<file path="src/rtl/core/sfcd_pkg.sv">
// Types and constants of the serial frame channel decoder.
package sfcd_pkg;

   localparam int STORED_BYTES = 11;
   localparam int CHAN_COUNT   = 8;
   localparam int CHAN_BITS    = 11;
   localparam int FRAME_LEN    = 25;

   localparam logic [7:0] START_BYTE = 8'h0F;

   typedef logic [4:0]                  pos_type;
   typedef logic [3:0]                  store_idx_type;
   typedef logic [2:0]                  chan_idx_type;
   typedef logic [7:0]                  byte_type;
   typedef logic [CHAN_BITS-1:0]        chan_value_type;
   typedef logic [STORED_BYTES*8-1:0]   frame_flat_type;

   localparam pos_type LAST_POS   = pos_type'(FRAME_LEN - 1);
   localparam pos_type LAST_STORE = pos_type'(STORED_BYTES);
   localparam chan_idx_type LAST_CHAN = chan_idx_type'(CHAN_COUNT - 1);

endpackage

</file>
<file path="src/rtl/core/sfcd_unpack.sv">
// Selects one packed 11-bit channel out of the stored frame bytes.
module sfcd_unpack (
   input  sfcd_pkg::frame_flat_type frame_flat,
   input  sfcd_pkg::chan_idx_type   chan_idx,
   output sfcd_pkg::chan_value_type chan_value
);
   import sfcd_pkg::*;

   chan_value_type chan_vals [CHAN_COUNT];

   // Channels are little-endian bit fields laid back to back.
   always_comb begin
      for (int k = 0; k < CHAN_COUNT; k++) begin
         chan_vals[k] = frame_flat[k*CHAN_BITS +: CHAN_BITS];
      end
   end

   assign chan_value = chan_vals[chan_idx];

endmodule

</file>
<file path="src/rtl/core/sbus_frame_channel_decoder.sv">
// Top level of the serial frame channel decoder.
//
//   channel   direction  words               handshake
//   req_      in         one frame byte      req_valid / req_ready
//   rsp_      out        one channel result  rsp_valid / rsp_ready
//
// A byte is taken every cycle; a frame end starts eight result words from a
// snapshot register, one per cycle unless rsp_ready stalls, so the next frame
// streams in meanwhile. req_ready drops only when a frame end arrives while the
// previous frame's results are still going out.
// Reset is synchronous and returns the frame position to zero.
module sbus_frame_channel_decoder (
   input  logic                     clock,
   input  logic                     reset,
   input  logic                     req_valid,
   output logic                     req_ready,
   input  sfcd_pkg::byte_type       req_rx_byte,
   output logic                     rsp_valid,
   input  logic                     rsp_ready,
   output logic [3:0]               rsp_channel_number,
   output sfcd_pkg::chan_value_type rsp_channel_value,
   output logic                     rsp_last_channel
);
   import sfcd_pkg::*;

   pos_type        pos_ff, pos_in;
   byte_type       frame_ff [STORED_BYTES];
   frame_flat_type frame_flat;
   frame_flat_type snap_ff;
   logic           pending_ff, pending_in;
   chan_idx_type   cnt_ff, cnt_in;
   logic           rsp_valid_ff, rsp_valid_in;
   logic [3:0]     number_ff;
   chan_value_type value_ff;
   logic           last_ff;
   chan_value_type chan_value;
   logic           take, frame_end, emit;
   store_idx_type  wr_idx;

   assign req_ready = !(pending_ff && pos_ff == LAST_POS);
   assign take      = req_valid && req_ready;
   assign frame_end = take && pos_ff == LAST_POS;
   assign emit      = pending_ff && (!rsp_valid_ff || rsp_ready);
   assign wr_idx    = store_idx_type'(pos_ff - pos_type'(1));

   always_comb begin
      for (int i = 0; i < STORED_BYTES; i++) begin
         frame_flat[i*8 +: 8] = frame_ff[i];
      end
   end

   always_comb begin
      pos_in = pos_ff;
      if (take) begin
         if (pos_ff == '0) begin
            // hunt for the start byte
            if (req_rx_byte == START_BYTE) pos_in = pos_type'(1);
         end else if (pos_ff == LAST_POS) begin
            pos_in = '0;
         end else begin
            pos_in = pos_ff + pos_type'(1);
         end
      end
   end

   always_comb begin
      pending_in   = pending_ff;
      cnt_in       = cnt_ff;
      rsp_valid_in = rsp_valid_ff;
      if (rsp_ready) rsp_valid_in = 1'b0;
      if (emit) begin
         rsp_valid_in = 1'b1;
         cnt_in       = cnt_ff + chan_idx_type'(1);
         if (cnt_ff == LAST_CHAN) pending_in = 1'b0;
      end
      if (frame_end) begin
         pending_in = 1'b1;
         cnt_in     = '0;
      end
   end

   sfcd_unpack u_unpack (
      .frame_flat (snap_ff),
      .chan_idx   (cnt_ff),
      .chan_value (chan_value)
   );

   always_ff @(posedge clock) begin
      if (reset) begin
         pos_ff       <= '0;
         pending_ff   <= 1'b0;
         cnt_ff       <= '0;
         rsp_valid_ff <= 1'b0;
      end else begin
         pos_ff       <= pos_in;
         pending_ff   <= pending_in;
         cnt_ff       <= cnt_in;
         rsp_valid_ff <= rsp_valid_in;
      end
   end

   always_ff @(posedge clock) begin
      if (take && pos_ff != '0 && pos_ff <= LAST_STORE) begin
         frame_ff[wr_idx] <= req_rx_byte;
      end
      if (frame_end) snap_ff <= frame_flat;
      if (emit) begin
         number_ff <= {1'b0, cnt_ff} + 4'd1;
         value_ff  <= chan_value;
         last_ff   <= (cnt_ff == LAST_CHAN);
      end
   end

   assign rsp_valid          = rsp_valid_ff;
   assign rsp_channel_number = number_ff;
   assign rsp_channel_value  = value_ff;
   assign rsp_last_channel   = last_ff;

endmodule

</file>
<file path="config.mk">
export PLATFORM = sky130hd
export DESIGN_NAME = sbus_frame_channel_decoder
export DESIGN_NICKNAME = d
export VERILOG_FILES = /design/src/rtl/core/sfcd_pkg.sv /design/src/rtl/core/sfcd_unpack.sv /design/src/rtl/core/sbus_frame_channel_decoder.sv
export SDC_FILE = /design/constraint.sdc
export NUM_CORES = 1
export LEC_CHECK = 0
export ABC_AREA = 0
export BUFFER_PORTS_ARGS = -buffer_cell sky130_fd_sc_hd__buf_4
export CAP_MARGIN = 20
export CORE_UTILIZATION = 55
export DETAILED_ROUTE_END_ITERATION = 16
export GPL_TIMING_DRIVEN = 0
export PLACE_DENSITY = 0.72
export SLEW_MARGIN = 5
export SYNTH_ARGS = -nofsm -noshare
export SYNTH_HDL_FRONTEND = slang
export SYNTH_SLANG_ARGS = --single-unit
</file>
<file path="constraint.sdc">
create_clock -name clock -period 10.17 [get_ports clock]
set_input_delay 1.017 -clock clock [delete_from_list [all_inputs] [get_ports clock]]
set_output_delay 1.017 -clock clock [all_outputs]
set_load 0.05 [all_outputs]
</file>
==> report_table.html <==
<table>
<tr><th>Metric</th><th>Value</th></tr>
<tr><th colspan="2">Global routing</th></tr>
<tr><td>Global-route met1 utilization</td><td>23.9%</td></tr>
<tr><td>Total gr overflow</td><td>0</td></tr>
<tr><td>Gr busiest metal</td><td>met2</td></tr>
<tr><td>Largest net degree at the start of global routing</td><td>17</td></tr>
<tr><td>Via count of the first global-routing pass</td><td>about 3,400</td></tr>
<tr><td>Wire length of the first global-routing pass</td><td>roughly 19,000 um</td></tr>
<tr><td>Met2 usage in global routing</td><td>33.7%</td></tr>
<tr><td>GR met3 Demand/Resource</td><td>2.87%</td></tr>
<tr><td>Number of antenna violations at the first check in global routing</td><td>0</td></tr>
<tr><td>Global router's overall resource usage</td><td>19.4%</td></tr>
<tr><th colspan="2">Floorplanning</th></tr>
<tr><td>Core region area</td><td>0.0128 mm2</td></tr>
<tr><td>Die Width</td><td>117 um</td></tr>
<tr><td>Starting utilization of the core area</td><td>57.1%</td></tr>
<tr><td>Die Span Y</td><td>117 um</td></tr>
<tr><td>I/O Pins</td><td>30</td></tr>
<tr><td>Row Count</td><td>41</td></tr>
<tr><td>Floorplan die area</td><td>0.0138 mm2</td></tr>
<tr><th colspan="2">Logic synthesis</th></tr>
<tr><td>Mean area per synthesized cell</td><td>21.9 um2</td></tr>
<tr><td>Number of nets in the synthesized netlist</td><td>354</td></tr>
<tr><td>Sequential area share after synthesis</td><td>81.5%</td></tr>
<tr><td>Synth warn</td><td>0</td></tr>
<tr><td>Number of enable flip-flop cells after synthesis</td><td>between 150 and 200</td></tr>
<tr><td>Synth Instances</td><td>334</td></tr>
<tr><td>Ys flop type</td><td>edfxtp_1</td></tr>
<tr><td>Fraction of registers with async set/reset</td><td>0%</td></tr>
<tr><td>Cell Area, Synth</td><td>0.00732 mm2</td></tr>
<tr><td>Cell variety after synth</td><td>42</td></tr>
<tr><td>Count of state elements after synthesis</td><td>202</td></tr>
<tr><th colspan="2">Hold path</th></tr>
<tr><td>Source of the worst hold timing path</td><td>frame_ff[9][4]$_DFFE_PP_</td></tr>
<tr><td>Path type of the worst min-delay path</td><td>flip-flop to flip-flop</td></tr>
<tr><th colspan="2">Setup path</th></tr>
<tr><td>Launching point of the worst reg2reg path</td><td>pos_ff[0]$_SDFFE_PP0P_</td></tr>
<tr><td>First element of the critical path</td><td>pos_ff[0]$_SDFFE_PP0P_</td></tr>
<tr><td>CP top delay family</td><td>simple AND/OR/NAND/NOR gates</td></tr>
<tr><td>Buffers &amp; Inverters on Critical Path</td><td>2</td></tr>
<tr><td>Required time of the critical path</td><td>9.15 ns</td></tr>
<tr><td>Critical path's largest stage delay</td><td>0.43 ns</td></tr>
<tr><td>Kind of critical path</td><td>flip-flop to output pin</td></tr>
<tr><td>Critical path fanouts, max</td><td>11</td></tr>
<tr><td>Crit path capture type</td><td>output pin</td></tr>
<tr><td>Slowest stage cell on the critical path</td><td>dfxtp_1</td></tr>
<tr><td>CP Cell Sequence</td><td>inv_1, ha_1, nand3b_1, or2_2, buf_4</td></tr>
<tr><td>Startpoint type of the worst setup path</td><td>flip-flop</td></tr>
<tr><td>CP Data Arrival Time</td><td>1.99 ns</td></tr>
<tr><th colspan="2">STA</th></tr>
<tr><td>Setup repair after global routing missed its margin</td><td>no</td></tr>
<tr><td>Final Max Tran Viols</td><td>0</td></tr>
<tr><td>Pin slew with the least headroom to its limit</td><td>0.879 ns</td></tr>
<tr><td>Final worst setup slack</td><td>7.16 ns</td></tr>
<tr><td>Period utilisation layout</td><td>29.6%</td></tr>
<tr><td>Worst slew slack as a fraction of its limit</td><td>41.4%</td></tr>
<tr><td>Maximum clock frequency</td><td>roughly 0.33 GHz</td></tr>
<tr><td>Hold_ws</td><td>0.408 ns</td></tr>
<tr><td>Final number of hold-violating endpoints</td><td>0</td></tr>
<tr><td>Layout Skew</td><td>0.0156 ns</td></tr>
<tr><td>Final period demand of the worst path</td><td>about 3.0 ns</td></tr>
<tr><td>Setup-violating endpoint count in the final report</td><td>0</td></tr>
<tr><th colspan="2">Clock tree</th></tr>
<tr><td>CTS clk-pin slew, worst paths</td><td>0.06 ns</td></tr>
<tr><td>H-tree Lvls</td><td>1</td></tr>
<tr><td>Clock insertion delay at the later pin of the skew report</td><td>0.48 ns</td></tr>
<tr><td>Number of buffers created by CTS</td><td>20</td></tr>
<tr><td>Number of instances resized during post-cts repair</td><td>0</td></tr>
<tr><td>Root Driver</td><td>clkbuf_16</td></tr>
<tr><td>TritonCTS clock tree</td><td>yes</td></tr>
<tr><td>Post-CTS setup-driven buffer insertion count</td><td>0</td></tr>
<tr><td>Maximum buffer depth of the clock tree</td><td>3</td></tr>
<tr><td>Total clock sinks</td><td>202</td></tr>
<tr><td>Cts hold-fix bufs</td><td>0</td></tr>
<tr><th colspan="2">Finish</th></tr>
<tr><td>Share of post-route cells with drive strength above 1</td><td>21.7%</td></tr>
<tr><td>Layout Cells excl Fill</td><td>577</td></tr>
<tr><td>Footprint of the flip-flops and latches</td><td>0.00597 mm2</td></tr>
<tr><td>Antenna fix cells</td><td>0</td></tr>
<tr><td>NumNets Final</td><td>411</td></tr>
<tr><td>Area used by multi-input combinational logic</td><td>0.00127 mm2</td></tr>
<tr><td>Syn-to-layout area delta</td><td>15.4%</td></tr>
<tr><td>Final-layout fill cell count</td><td>837</td></tr>
<tr><th colspan="2">Pwr</th></tr>
<tr><td>Switching power total</td><td>between 200 and 300 uW</td></tr>
<tr><td>Cell area power density</td><td>189 mW/mm2</td></tr>
<tr><td>Internal power</td><td>approximately 1300 uW</td></tr>
<tr><td>Maximum resistive drop on vdd</td><td>0.122 mV</td></tr>
<tr><td>Portion of total power attributed to sequential cells</td><td>56.4%</td></tr>
<tr><td>Combinational group share of total power</td><td>less than 1%</td></tr>
<tr><td>Clk network pwr share</td><td>42.8%</td></tr>
<tr><td>Leakage</td><td>0.00277 uW</td></tr>
<tr><td>Switch share</td><td>18.0%</td></tr>
<tr><td>Power, Total</td><td>around 1600 uW</td></tr>
<tr><th colspan="2">Job</th></tr>
<tr><td>Number of max-capacitance violations reported</td><td>0</td></tr>
<tr><th colspan="2">Run status</th></tr>
<tr><td>Run status</td><td>finished, final reports clean</td></tr>
<tr><th colspan="2">Drt</th></tr>
<tr><td>Overall routed net length</td><td>12,800 um</td></tr>
<tr><td>DRT antenna net count</td><td>0</td></tr>
<tr><td>Count of vias placed by the detailed router</td><td>3,272</td></tr>
<tr><td>Starting DRT DRC Count</td><td>230</td></tr>
<tr><td>DRC errors left</td><td>0</td></tr>
<tr><td>Wire length per cell</td><td>22.3 um</td></tr>
<tr><td>Number of detailed-routing iterations run before antenna repair</td><td>4</td></tr>
<tr><td>DR vias/cell</td><td>5.67</td></tr>
<tr><th colspan="2">Place</th></tr>
<tr><td>Total half-perimeter wirelength after legalization and detailed placement</td><td>7880 um</td></tr>
<tr><td>Worst slack after detailed placement</td><td>between 7 and 8 ns</td></tr>
<tr><td>Placed insts</td><td>541</td></tr>
<tr><td>Routability cong.</td><td>0.814</td></tr>
<tr><td>Quantity of I/O buffers inserted on ports</td><td>28</td></tr>
</table>
==> path summary, 6_finish.rpt <==
| check | cells past startpoint | end | slack, ns |
|---|---|---|---|
| setup / recovery | 5 | req_ready | 7.16 |
| hold / removal | 0 | snap_ff[76]$_DFFE_PP_ | 0.41 |
| setup reg to reg | 8 | snap_ff[71]$_DFFE_PP_ | 7.36 |
| hold reg to reg | 0 | snap_ff[76]$_DFFE_PP_ | 0.41 |
==> area by class of cell <==
cell class	count	area share [%]
Multi-Input combinational cell	116	15.1
Buffer	11	0.829
Timing Repair Buffer	35	3.42
Clock inverter	8	0.814
Tap cell	172	2.55
Inverter	5	0.222
Sequential cell	202	70.6
Clock buffer	28	6.53
==> per-layer routing <==
| metal | share of wire [%] | vias to the layer above |
|---|---|---|
| met2 | 52 | 106 |
| met3 | 5.0 | 30 |
| met5 | 0 | - |
| met4 | 3.2 | 0 |
| li1 | - | 1479 |
| met1 | 40 | 1657 |
==> cells by family after synthesis <==
logic type | count (synthesis) | share of synthesized area (%)
adder cells (fa/ha/maj) | 8 | 1.37
multiplexers | 35 | 9.76
AND/OR/NAND/NOR | 48 | 3.96
buffers and inverters | 16 | 1.21
XOR/XNOR | 2 | 0.239
AO/OA/AOI/OAI | 23 | 1.98
flip-flops | 202 | 81.5
==> worst register-to-register path: stages, from the launching register on <==
cell and delay, ns:
dfxtp_1 0.43, inv_1 0.17, ha_1 0.26, nand3b_1 0.17, nor3b_2 0.61, buf_4 0.34, buf_6 0.19, buf_6 0.18
buf_6 0.18
==> stage by stage <==
step	util (%)	cell area, um2	TNS (ns)
2_1_floorplan	-	7320	0
3_3_place_gp	60.4	7750	-29.88
3_5_place_dp	61.1	7830	0
4_1_cts	65.9	8450	0
5_1_grt	65.9	8450	0
6_report	65.9	8450	0
==> cell usage in the layout, fill, tap and decap left out, types with 2 or more instances in the layout <==
cell	instances
edfxtp_1	192
buf_4	29
clkbuf_16	21
mux4_1	20
and2_1	12
mux2_2	11
dfxtp_1	10
clkbuf_1	9
buf_6	8
ha_1	8
nand2_1	7
o21ai_0	7
a21oi_1	7
nand2b_1	5
inv_1	5
buf_2	5
nand3b_1	5
clkinv_2	4
nand3_1	3
nor2_1	3
or2_2	2
mux4_2	2
o21a_1	2
mux2i_1	2
clkinv_1	2
==> power groups by stage <==
stage          Clock, uW  Sequential (uW)  Combinational [uW]
2_1_floorplan          0              920                1.85
3_3_place_gp           0              920                14.0
3_5_place_dp           0              920                13.9
4_1_cts              697              902                14.0
5_1_grt              731              902                14.5
6_report             685              902                13.9
==> Yosys cell counts, types with 2 or more instances <==
cell | n | area [um2]
edfxtp_1 | 192 | 5770
o21a_1 | 2 | 15.0
mux2_2 | 11 | 124
clkbuf_1 | 2 | 7.51
o21ai_0 | 7 | 35.0
nor2_1 | 3 | 11.3
mux4_1 | 20 | 526
nand2_1 | 7 | 26.3
nand3b_1 | 5 | 37.5
inv_1 | 5 | 18.8
nand3_1 | 3 | 15.0
nand2b_1 | 5 | 31.3
or2_2 | 2 | 12.5
buf_2 | 5 | 25.0
buf_6 | 3 | 33.8
a21oi_1 | 7 | 35.0
mux4_2 | 2 | 45.0
ha_1 | 8 | 100
dfxtp_1 | 10 | 200
and2_1 | 12 | 75.1
mux2i_1 | 2 | 20.0
==> flip-flops by register name, indices dropped and copies added, names as in the netlist <==
signal	cells
rsp_last_channel	1
pos_ff	5
cnt_ff	3
pending_ff	1
rsp_valid	1
frame_ff	88
rsp_channel_number	4
rsp_channel_value	11
snap_ff	88
(Power assumes the default switching activity.)
